File: src/rtl/core/scia_pkg.sv
// Shared types and constants for the size-class ID allocator.
// No dependencies; every other file of the block but scia_mem imports this package.
`default_nettype none

package scia_pkg;

    // Default sizing, handed to the top level parameters.
    localparam int DEF_NUM_CLASSES = 8;
    localparam int DEF_STACK_DEPTH = 16;
    localparam int DEF_ID_BITS     = 16;

    // Fixed field widths of the request and response items.
    localparam int RUN_W = 4;
    localparam int ID_W  = 16;

    // Request function codes.
    localparam logic FUNC_FREE  = 1'b0;
    localparam logic FUNC_ALLOC = 1'b1;

    typedef enum logic [1:0] {
        ST_OK        = 2'd0,
        ST_BAD_SIZE  = 2'd1,
        ST_FULL      = 2'd2,
        ST_EXHAUSTED = 2'd3
    } status_t;

    // Decision made for one item, carried from the control logic to the
    // result register. The stack read data, registered in the memory, joins it at the output.
    typedef struct packed {
        status_t          status;
        logic             from_free;
        logic [ID_W-1:0]  bump_base;
    } result_meta_t;

endpackage

`default_nettype wire

File: src/rtl/core/scia_req_if.sv
// Request channel of the size-class ID allocator: valid/ready plus payload.
// Depends on scia_pkg for field widths.
`default_nettype none

interface scia_req_if;
    import scia_pkg::*;

    logic              valid;
    logic              ready;
    logic              func;
    logic [RUN_W-1:0]  run_size;
    logic [ID_W-1:0]   freed_base;

    modport source (output valid, output func, output run_size, output freed_base,
                    input ready);
    modport sink   (input valid, input func, input run_size, input freed_base,
                    output ready);
endinterface

`default_nettype wire

File: src/rtl/core/scia_rsp_if.sv
// Response channel of the size-class ID allocator: valid/ready plus payload.
// Depends on scia_pkg for field widths and the status type.
`default_nettype none

interface scia_rsp_if;
    import scia_pkg::*;

    logic             valid;
    logic             ready;
    logic [ID_W-1:0]  base_id;
    logic             from_free_list;
    status_t          status;

    modport source (output valid, output base_id, output from_free_list, output status,
                    input ready);
    modport sink   (input valid, input base_id, input from_free_list, input status,
                    output ready);
endinterface

`default_nettype wire

File: src/rtl/core/scia_mem.sv
// Free stack storage: one memory holding every class's stack, one access
// per cycle, registered read data. Depends on nothing but its parameters.
`default_nettype none

module scia_mem #(
    parameter int DEPTH = 128,
    parameter int AW    = 7,
    parameter int DW    = 16
) (
    input  wire logic          clk,
    input  wire logic          wr_en,
    input  wire logic          rd_en,
    input  wire logic [AW-1:0] addr,
    input  wire logic [DW-1:0] wdata,
    output logic      [DW-1:0] rdata
);

    logic [DW-1:0] mem [DEPTH];
    logic [DW-1:0] rdata_reg;

    always_ff @(posedge clk)
    begin
        if (wr_en)
        begin
            mem[addr] <= wdata;
        end
        if (rd_en)
        begin
            rdata_reg <= mem[addr];
        end
    end

    assign rdata = rdata_reg;

endmodule

`default_nettype wire

File: src/rtl/core/scia_ctrl.sv
// Allocation decision: per-class fill counts, bump pointer, status, and the
// stack memory access for one item. Depends on scia_pkg.
`default_nettype none

module scia_ctrl #(
    parameter int NUM_CLASSES = 8,
    parameter int STACK_DEPTH = 16,
    parameter int ID_BITS     = 16,
    parameter int MEM_AW      = 7,
    parameter int SW          = 16
) (
    input  wire logic                         clk,
    input  wire logic                         rst_n,
    input  wire logic                         fire,
    input  wire logic                         func,
    input  wire logic [scia_pkg::RUN_W-1:0]   run_size,
    input  wire logic [scia_pkg::ID_W-1:0]    freed_base,
    output scia_pkg::result_meta_t            meta,
    output logic                              mem_wr_en,
    output logic                              mem_rd_en,
    output logic      [MEM_AW-1:0]            mem_addr,
    output logic      [SW-1:0]                mem_wdata
);
    import scia_pkg::*;

    localparam int CLS_W  = (NUM_CLASSES > 1) ? $clog2(NUM_CLASSES) : 1;
    localparam int FILL_W = $clog2(STACK_DEPTH + 1);
    localparam int NB_W   = ID_BITS + 1;
    localparam int SUM_W  = ID_BITS + 2;

    logic [FILL_W-1:0] fill_reg  [NUM_CLASSES];
    logic [FILL_W-1:0] fill_next [NUM_CLASSES];
    logic [NB_W-1:0]   next_base_reg;
    logic [NB_W-1:0]   next_base_next;

    logic              size_ok;
    logic [CLS_W-1:0]  cls;
    logic [FILL_W-1:0] fill;
    logic              stack_full;
    logic              stack_empty;
    logic [FILL_W-1:0] slot;
    logic [SUM_W-1:0]  bump_sum;
    logic              exhausted;
    logic [31:0]       bump_wide;

    assign size_ok     = (run_size != '0) && (run_size <= RUN_W'(NUM_CLASSES));
    assign cls         = CLS_W'(run_size - RUN_W'(1));
    assign fill        = fill_reg[cls];
    assign stack_full  = (fill == FILL_W'(STACK_DEPTH));
    assign stack_empty = (fill == '0);
    assign slot        = (func == FUNC_ALLOC) ? (fill - FILL_W'(1)) : fill;

    // The pointer never passes 2^ID_BITS, so the sum fits with room to spare.
    assign bump_sum  = SUM_W'(next_base_reg) + SUM_W'(run_size);
    assign exhausted = bump_sum > (SUM_W'(1) << ID_BITS);
    assign bump_wide = 32'(next_base_reg[ID_BITS-1:0]);

    assign mem_addr  = MEM_AW'(32'(cls) * STACK_DEPTH) + MEM_AW'(slot);
    assign mem_wdata = freed_base[SW-1:0];

    always_comb
    begin
        meta           = '{status: ST_OK, from_free: 1'b0, bump_base: '0};
        mem_wr_en      = 1'b0;
        mem_rd_en      = 1'b0;
        fill_next      = fill_reg;
        next_base_next = next_base_reg;
        if (!size_ok)
        begin
            meta.status = ST_BAD_SIZE;
        end
        else if (func == FUNC_FREE)
        begin
            if (stack_full)
            begin
                meta.status = ST_FULL;
            end
            else
            begin
                mem_wr_en      = fire;
                fill_next[cls] = fill + FILL_W'(1);
            end
        end
        else if (!stack_empty)
        begin
            meta.from_free = 1'b1;
            mem_rd_en      = fire;
            fill_next[cls] = slot;
        end
        else if (exhausted)
        begin
            meta.status = ST_EXHAUSTED;
        end
        else
        begin
            meta.bump_base = bump_wide[ID_W-1:0];
            next_base_next = bump_sum[NB_W-1:0];
        end
    end

    always_ff @(posedge clk or negedge rst_n)
    begin
        if (!rst_n)
        begin
            for (int i = 0; i < NUM_CLASSES; i++)
            begin
                fill_reg[i] <= '0;
            end
            next_base_reg <= '0;
        end
        else if (fire)
        begin
            fill_reg      <= fill_next;
            next_base_reg <= next_base_next;
        end
    end

endmodule

`default_nettype wire

File: src/rtl/core/size_class_id_allocator.sv
// Top level of the size-class ID allocator: input register, decision logic,
// stack memory and result register. Depends on scia_pkg, scia_req_if,
// scia_rsp_if, scia_ctrl and scia_mem.
//
//   Channel  Dir  Fields
//   req      in   func, run_size, freed_base
//   rsp      out  base_id, from_free_list, status
//
// One item per cycle is accepted while rsp is not stalled. An accepted item waits in
// the input register; the result register and the registered stack memory read are
// loaded together when it is processed, and the result is then offered on rsp.
// The single memory port and the fill count of the class are touched once per
// item, which is what sets the one-item-per-cycle rate.
// Reset clears the fill counts and the bump pointer; the stack memory is not
// cleared. When rsp is stalled the result register holds, the input register
// fills, and req.ready drops.
`default_nettype none

module size_class_id_allocator #(
    parameter int NUM_CLASSES = scia_pkg::DEF_NUM_CLASSES,
    parameter int STACK_DEPTH = scia_pkg::DEF_STACK_DEPTH,
    parameter int ID_BITS     = scia_pkg::DEF_ID_BITS
) (
    input  wire logic   clk,
    input  wire logic   rst_n,
    scia_req_if.sink    req,
    scia_rsp_if.source  rsp
);
    import scia_pkg::*;

    localparam int MEM_DEPTH = NUM_CLASSES * STACK_DEPTH;
    localparam int MEM_AW    = (MEM_DEPTH > 1) ? $clog2(MEM_DEPTH) : 1;
    localparam int SW        = (ID_BITS < ID_W) ? ID_BITS : ID_W;

    logic              in_valid_reg;
    logic              func_reg;
    logic [RUN_W-1:0]  run_size_reg;
    logic [ID_W-1:0]   freed_base_reg;

    logic              out_valid_reg;
    result_meta_t      meta_reg;
    result_meta_t      meta;

    logic              advance;
    logic              fire;
    logic              mem_wr_en;
    logic              mem_rd_en;
    logic [MEM_AW-1:0] mem_addr;
    logic [SW-1:0]     mem_wdata;
    logic [SW-1:0]     mem_rdata;

    assign advance   = !out_valid_reg || rsp.ready;
    assign fire      = in_valid_reg && advance;
    assign req.ready = !in_valid_reg || advance;

    always_ff @(posedge clk or negedge rst_n)
    begin
        if (!rst_n)
        begin
            in_valid_reg  <= 1'b0;
            out_valid_reg <= 1'b0;
        end
        else
        begin
            if (req.ready)
            begin
                in_valid_reg <= req.valid;
            end
            if (advance)
            begin
                out_valid_reg <= in_valid_reg;
            end
        end
    end

    always_ff @(posedge clk)
    begin
        if (req.valid && req.ready)
        begin
            func_reg       <= req.func;
            run_size_reg   <= req.run_size;
            freed_base_reg <= req.freed_base;
        end
        if (fire)
        begin
            meta_reg <= meta;
        end
    end

    scia_ctrl #(
        .NUM_CLASSES (NUM_CLASSES),
        .STACK_DEPTH (STACK_DEPTH),
        .ID_BITS     (ID_BITS),
        .MEM_AW      (MEM_AW),
        .SW          (SW)
    ) u_ctrl (
        .clk        (clk),
        .rst_n      (rst_n),
        .fire       (fire),
        .func       (func_reg),
        .run_size   (run_size_reg),
        .freed_base (freed_base_reg),
        .meta       (meta),
        .mem_wr_en  (mem_wr_en),
        .mem_rd_en  (mem_rd_en),
        .mem_addr   (mem_addr),
        .mem_wdata  (mem_wdata)
    );

    scia_mem #(
        .DEPTH (MEM_DEPTH),
        .AW    (MEM_AW),
        .DW    (SW)
    ) u_mem (
        .clk   (clk),
        .wr_en (mem_wr_en),
        .rd_en (mem_rd_en),
        .addr  (mem_addr),
        .wdata (mem_wdata),
        .rdata (mem_rdata)
    );

    // A reused base comes straight from the registered memory read.
    assign rsp.valid          = out_valid_reg;
    assign rsp.base_id        = meta_reg.from_free ? ID_W'(mem_rdata) : meta_reg.bump_base;
    assign rsp.from_free_list = meta_reg.from_free;
    assign rsp.status         = meta_reg.status;

`ifndef SYNTH
    a_one_mem_access: assert property (@(posedge clk) disable iff (!rst_n)
        !(mem_wr_en && mem_rd_en))
        else $error("stack memory read and write in the same cycle");

    a_fire_gives_result: assert property (@(posedge clk) disable iff (!rst_n)
        fire |=> out_valid_reg)
        else $error("processed item did not reach the result register");

    a_reuse_is_ok: assert property (@(posedge clk) disable iff (!rst_n)
        (rsp.valid && rsp.from_free_list) |-> (rsp.status == ST_OK))
        else $error("reused base reported with a failing status");

    a_fail_zero_base: assert property (@(posedge clk) disable iff (!rst_n)
        (rsp.valid && (rsp.status != ST_OK)) |-> (rsp.base_id == '0))
        else $error("nonzero base with a failing status");
`endif

endmodule

`default_nettype wire
File: src/flat_wrapper.sv
// flat-port wrapper written by rule: the top's interface ports become plain ports
module size_class_id_allocator_flat import scia_pkg::*;
#(
    parameter int NUM_CLASSES = scia_pkg::DEF_NUM_CLASSES,
    parameter int STACK_DEPTH = scia_pkg::DEF_STACK_DEPTH,
    parameter int ID_BITS     = scia_pkg::DEF_ID_BITS
)
  (clk, rst_n, req_valid, req_func, req_run_size, req_freed_base, req_ready, rsp_valid, rsp_base_id, rsp_from_free_list, rsp_status, rsp_ready);
  scia_req_if req_i ();
  scia_rsp_if rsp_i ();
  input  wire logic clk;
  input  wire logic rst_n;
  input wire logic [$bits(req_i.valid)-1:0] req_valid;
  input wire logic [$bits(req_i.func)-1:0] req_func;
  input wire logic [$bits(req_i.run_size)-1:0] req_run_size;
  input wire logic [$bits(req_i.freed_base)-1:0] req_freed_base;
  output wire logic [$bits(req_i.ready)-1:0] req_ready;
  output wire logic [$bits(rsp_i.valid)-1:0] rsp_valid;
  output wire logic [$bits(rsp_i.base_id)-1:0] rsp_base_id;
  output wire logic [$bits(rsp_i.from_free_list)-1:0] rsp_from_free_list;
  output wire logic [$bits(rsp_i.status)-1:0] rsp_status;
  input wire logic [$bits(rsp_i.ready)-1:0] rsp_ready;
  assign req_i.valid = req_valid;
  assign req_i.func = req_func;
  assign req_i.run_size = req_run_size;
  assign req_i.freed_base = req_freed_base;
  assign req_ready = req_i.ready;
  assign rsp_valid = rsp_i.valid;
  assign rsp_base_id = rsp_i.base_id;
  assign rsp_from_free_list = rsp_i.from_free_list;
  assign rsp_status = rsp_i.status;
  assign rsp_i.ready = rsp_ready;
  size_class_id_allocator #(.NUM_CLASSES(NUM_CLASSES), .STACK_DEPTH(STACK_DEPTH), .ID_BITS(ID_BITS)) u_core (.clk(clk), .rst_n(rst_n), .req(req_i), .rsp(rsp_i));
endmodule
File: config.mk
export PLATFORM = sky130hd
export DESIGN_NAME = size_class_id_allocator_flat
export DESIGN_NICKNAME = d
export VERILOG_FILES = /design/src/rtl/core/scia_pkg.sv /design/src/rtl/core/scia_req_if.sv /design/src/rtl/core/scia_rsp_if.sv /design/src/rtl/core/scia_mem.sv /design/src/rtl/core/scia_ctrl.sv /design/src/rtl/core/size_class_id_allocator.sv /design/src/flat_wrapper.sv
export SDC_FILE = /design/constraint.sdc
export NUM_CORES = 2
export LEC_CHECK = 0
export ABC_AREA = 1
export BUFFER_PORTS_ARGS = -buffer_cell sky130_fd_sc_hd__buf_2
export CAP_MARGIN = 15
export CORE_MARGIN = 10
export CORE_UTILIZATION = 60
export CTS_BUF_LIST = sky130_fd_sc_hd__clkbuf_16
export CTS_CLUSTER_SIZE = 8
export DETAILED_ROUTE_END_ITERATION = 12
export PLACE_DENSITY = 0.76
export RECOVER_POWER = 100
export SLEW_MARGIN = 25
export SYNTH_ARGS = -nofsm -noshare
export SYNTH_HDL_FRONTEND = slang
export SYNTH_SLANG_ARGS = --single-unit
File: constraint.sdc
create_clock -name clk -period 7.5 [get_ports clk]
set_input_delay 0.75 -clock clk [delete_from_list [all_inputs] [get_ports clk]]
set_output_delay 0.75 -clock clk [all_outputs]
set_load 0.01 [all_outputs]
=== Word level (Yosys, flattened, before mapping) ===
Memories as Yosys holds them, arrays and structs flattened. A register that Yosys moved wholly into a read port is not among the register bits.
Cells that the tools add are included.

* Add/sub/neg operators: 5
* Magnitude comparators: 4
* Equality and inequality tests: 3
* Muxes and demuxes: 25
* Bitwise logic cells: 5
* Reduce and logical (&&, ||, !) cells: 14

{| class="wikitable"
|+ Operators with widths
! kind !! count
|-
| $mux W40 || 3
|-
| $bwmux W40 || 2
|-
| $mux W5 || 4
|-
| $add A17 B4 Y18 || 1
|-
| $gt A18 B17 Y1 const B || 1
|-
| $mux W16 || 1
|-
| $bmux W5 S3 || 1
|-
| $demux W5 S3 || 1
|-
| $mux W1 || 9
|-
| $mux W2 || 4
|-
| $add A7 B5 Y7 || 1
|-
| $add A5 B1 Y5 const B || 1
|-
| $eq A5 B5 Y1 const B || 1
|-
| $logic_not A5 Y1 || 1
|-
| $reduce_and A5 Y1 || 1
|-
| $sub A5 B1 Y5 const B || 1
|-
| $ge A4 B4 Y1 const B || 1
|-
| $le A4 B4 Y1 const B || 1
|-
| $logic_and A1 B1 Y1 || 4
|-
| $lt A4 B1 Y1 const B || 1
|-
| $not A1 Y1 || 4
|-
| $not A3 Y4 || 1
|-
| $reduce_and A4 Y1 || 1
|-
| $reduce_bool A4 Y1 || 1
|-
| 7 further kinds || 9
|}

* Register bits after elaboration: 99
* RAM bits: 2048
* Bits of input ports: 25
* Output and inout port bits: 21
* Logic and storage cells: 74
* Memories kept: 1

{| class="wikitable"
|+ Memories
! memory !! depth !! width !! rd ports !! clocked after Yosys merged registers in !! wr ports !! RTL line !! source
|-
| u_core.u_mem.mem || 128 || 16 || 1 || 1 || 1 || scia_mem.sv:18 || <nowiki>logic [DW-1:0] mem [DEPTH];</nowiki>
|}

=== Depth between registers and ports, before layout ===
* Depth after elaboration: 11
* Gate-level depth with buffers: 30
* Gate-level depth less buffers: 27

=== Hierarchy ===
A second synthesis with hierarchy kept.

* Cell total of the unflattened synthesis: 9296
* Area total of the unflattened synthesis: 92769.0 sq um

{| class="wikitable"
|+ Modules (own cells, without submodules)
! module !! times used !! cells an instance !! area each (sq um) !! sequential area each (sq um)
|-
| scia_mem || 1 || 8619 || 87107.3 || 61979.4
|-
| scia_ctrl || 1 || 572 || 4106.4 || 1426.4
|-
| size_class_id_allocator || 1 || 105 || 1555.2 || 1251.2
|}

=== Worst setup path before layout ===
No wires, ideal clock.

* Path type: register to register
* Start: register u_core.run_size_reg[0]
* End: memory u_core.u_mem.mem[64][0] (enable)
* Arrival time: 4506 ps
* Data required time: 7112 ps
* Path slack: 2606 ps
* Cell stages (with the launch flop): 26
* Buffers on the path: 3
* Clock period less this slack: 4894 ps
* Path through: edfxtp_1 buf_6 inv_2 buf_6 ha_1 inv_1 nand2_1 nand2_4 inv_2 nand2_2 nand2_4 clkinv_1 ha_1 nand2_1 nand3b_2 nor2_1 or2_2 nand2_1 ha_1 ha_1 xnor2_1 inv_1 nor2_1 nand2_1 buf_2 nor2_1

* Cells in the longest elaborated chain, start to end: 11
* Elaborated cells on any way between the ends: 17

{| class="wikitable"
|+ RTL lines
! item !! RTL line !! source
|-
| from (decl) || size_class_id_allocator.sv:37 || <nowiki>logic [RUN_W-1:0] run_size_reg;</nowiki>
|-
| from (signal assigned) || size_class_id_allocator.sv:81 || <nowiki>run_size_reg <= req.run_size;</nowiki>
|-
| branches (longest 11 deep; another with $add A7 B5 Y7) || -- ||
|-
| to (decl) || scia_mem.sv:18 ||
|}

Parallel ways; which one is timed is not known. The select of a mux whose other input is x is not followed.

=== Worst setup path after layout ===
* Start: register u_core.freed_base_reg[15]
* End: memory u_core.u_mem.mem[118][15], data pin

{| class="wikitable"
|+ RTL lines
! item !! RTL line !! source
|-
| from (decl) || size_class_id_allocator.sv:38 || <nowiki>logic [ID_W-1:0] freed_base_reg;</nowiki>
|-
| from (signal assigned) || size_class_id_allocator.sv:82 || <nowiki>freed_base_reg <= req.freed_base;</nowiki>
|}

Straight into the memory's write port.

==> metrics.yaml <==
cts:
  cts_resized: 0
  cts_tree: "done"
  cts-root-buf: "clkbuf_16"
  clk_pin_slew_ns: 0.05
  cts_buffer_depth: 4
  clk_latency_ns: 0.91
  cts.sinks: 2163
  cts_buffers: 320
  htreeDepth: 5
timing:
  period_needed_ns: 7.00
  fmax_ghz: 0.143
  tns_ns: 0
  hold_viol_final: 0
  setup_viol: 0
  worstMarginPinSlew_ns: 7.54
  slew_violations: 2164
  timing.slew.headroom_pct: -403
  rsz0062_at_grt: "no"
  post-route-period-util_pct: 93.4
  final.setup_skew_ns: 0.0506
global_route:
  grt_pass1_wl_um: 364000
  track_usage_pct: 29.5
  grt_pass1_vias: 59000
  antenna_found_initial: 13
  grt_max_degree: 159
  grt_overflow_total: 0
pwr:
  seqPwrFrac_pct: 37.9
  ir_drop_mv: 0.336
  internal-power_uw: 23600
  power_density_nw_per_um2: 363
  power_switching_share_pct: 35.1
  power.leakage_uw: 0.0403
  p_switching_uw: 12800
  combPwrFrac_pct: 28.2
  clkPwrFrac_pct: 34.0
setup_path:
  max_stage_delay_ns: 5.17
  path_delay_family: "buffers and inverters"
  r2r_cells: 1
  arrival_ns: 6.57
  crit_path_max_fanout: 128
  crit_path_end_kind: "register"
  path_class: "register to register"
  r2r_setup_slack_ns: 0.50
  slowest_stage: "clkbuf_1"
  startpoint_type: "register"
  critPathBufInv: 1
  timing.rr.start: "u_core.freed_base_reg[15]"
  worstReg2RegEnd: "u_core.u_mem.mem[118][15]"
  path_cells: "clkbuf_1"
  critPathRequiredTime_ns: 7.06
place:
  finalWeightedCongestion: 0.945
  dp_hpwl_um: 137000
  placed_cell_area_um2: 92300
  io_buffers: 45
run_status:
  violations: "max-capacitance violations, max-slew violations"
  status: "complete, but fails checks"
yosys:
  synth_edf_count: 2104
  post_synth.cell_area_avg_um2: 10.7
  syn-num-nets: 8440
  synthArstFlopShare_pct: 2.73
  synth-adder-area-share_pct: 0.148
  synth_warnings: 0
  synth_top_family_by_area: "simple AND/OR/NAND/NOR gates"
  synth_area_um2: 89800
  synth_top_cell_by_area: "edfxtp_1"
  yosys.area_share.simple_pct: 23.7
  synthTopCellsByCount: "4777 x nand2_1, 2104 x edfxtp_1, 490 x nor2_1"
  yosysMostFrequentCell: "nand2_1"
  synthXorXnorAreaFrac_pct: 0.166
  synth.area.mux_share_pct: 0.201
  seq_area_frac_synth_pct: 72.0
  synth_top_cell_area_share_pct: 70.4
  syn_inst: 8405
  synth.top_cells.by_area: "edfxtp_1 70%, nand2_1 20%, nor2_1 2.0%"
  ys.flop_type: "edfxtp_1"
  ys_seq_elements: 2163
  synth.distinct_cells: 38
  synth_compound_area_share_pct: 1.09
layout:
  seq_area_um2: 64700
  multiInputGateArea_um2: 22700
  drive_gt1_share_pct: 6.26
  nNetsFinal: 8626
  largest_reg_flops: 2048
  fillCellCount: 10400
  area_growth_pct: 11.7
  fin_area_um2: 100000
floorplan:
  ios: 46
  initial_core_util_pct: 60.6
  core_area_um2: 148000
  die_w_um: 407
  fp.dieH_um: 407
  rows: 141
  die_area_um2: 165000
flow_run:
  cap_violations: 31
hold_path:
  min_from: "req_freed_base[6]"
  hold_depth: 1
  hold_path.class: "primary input to register"
  min_to: "u_core.freed_base_reg[6]"
detailed_routing:
  firstDrtPassIters: 6
  routed_via_density: 5.87
  route.detailed.drc: 0
  wirelength_um: 247000
  vias: 62000
  wl_per_cell_um: 23.4
  drtAntennaViolNets: 0
  dr.first_iter.drc_count: 9250
-- timing repair --
item / CTS / global route
endpoints found under the hold margin: 4 / 0
hold buffers: 4 / 0
setup buffers: 0 / 0
-- final cells by class --
| cell class | instances | area share [%] |
|---|---|---|
| diodes | 11 | 0.0275 |
| clock buffers | 329 | 8.21 |
| clock inverters | 26 | 0.139 |
| inverters | 74 | 0.285 |
| multi-input cells | 5763 | 22.7 |
| flip-flops and latches | 2163 | 64.5 |
| well taps | 1930 | 2.41 |
| repair buffers | 269 | 1.77 |
-- kinds of logic after synthesis --
| group | Yosys count |
|---|---|
| DFF | 2163 |
| xor gates and xnor gates | 17 |
| buffers and inverters | 479 |
| adders and majority gates | 10 |
| and+or+nand+nor | 5526 |
| AOI/OAI and AO/OA | 194 |
| muxes | 16 |
-- metal layers --
layer | GRT usage, % | part of all wire, %
met1 | 38.8 | 36
met2 | 46.3 | 47
met3 | 6.18 | 11
met4 | 15.8 | 5.7
met5 | 0 | 0.024
-- power groups by stage --
stage | clock network (µW) | logic, µW | registers (µW)
finish | 12400 | 10300 | 13800
global route | 12900 | 11000 | 13800
CTS | 12400 | 10000 | 13700
detailed placement | 0 | 9930 | 13900
global placement | 0 | 9820 | 13900
floorplan | 0 | 6210 | 14000
-- cells in the final DEF, fill, tap and decap left out, types with 86 or more instances in the layout --
cell / count
clkbuf_1: 107
clkbuf_16: 329
edfxtp_1: 2104
inv_1: 86
nand2_1: 4784
nand3_1: 133
nor2_1: 494
o21ai_0: 86
-- worst max path at each step --
stage / from / end / slack [ns] / cells past startpoint
final: u_core.freed_base_reg[15] / u_core.u_mem.mem[118][15] / 0.50 / 1
after detailed placement: u_core.run_size_reg[0] / u_core.u_mem.mem[92][11] / 1.38 / 20
after CTS: u_core.run_size_reg[0] / u_core.u_mem.mem[92][1] / 1.33 / 20
after floorplan: u_core.run_size_reg[0] / u_core.u_mem.mem[64][0] / 2.61 / 25
after global placement: u_core.run_size_reg[0] / u_core.u_mem.mem[92][6] / 1.53 / 20
after global routing: u_core.run_size_reg[0] / u_core.u_mem.mem[5][1] / 0.38 / 20
-- stage by stage --
step | worst slack, ns | utilization (%) | instances | hold slack (ns) | total power, µW
after CTS | 1.33 | 68.0 | 10600 | 0.00172 | 36200
after floorplan | 2.61 | - | 8405 | 0.442 | 20200
after global routing | 0.377 | 67.6 | 10600 | 0.00888 | 37700
final | 0.497 | 67.7 | 10600 | 0.0376 | 36400
after global placement | 1.53 | 62.3 | 10200 | 0.457 | 23800
after detailed placement | 1.38 | 62.3 | 10200 | 0.463 | 23900
(Power assumes the default switching activity.)
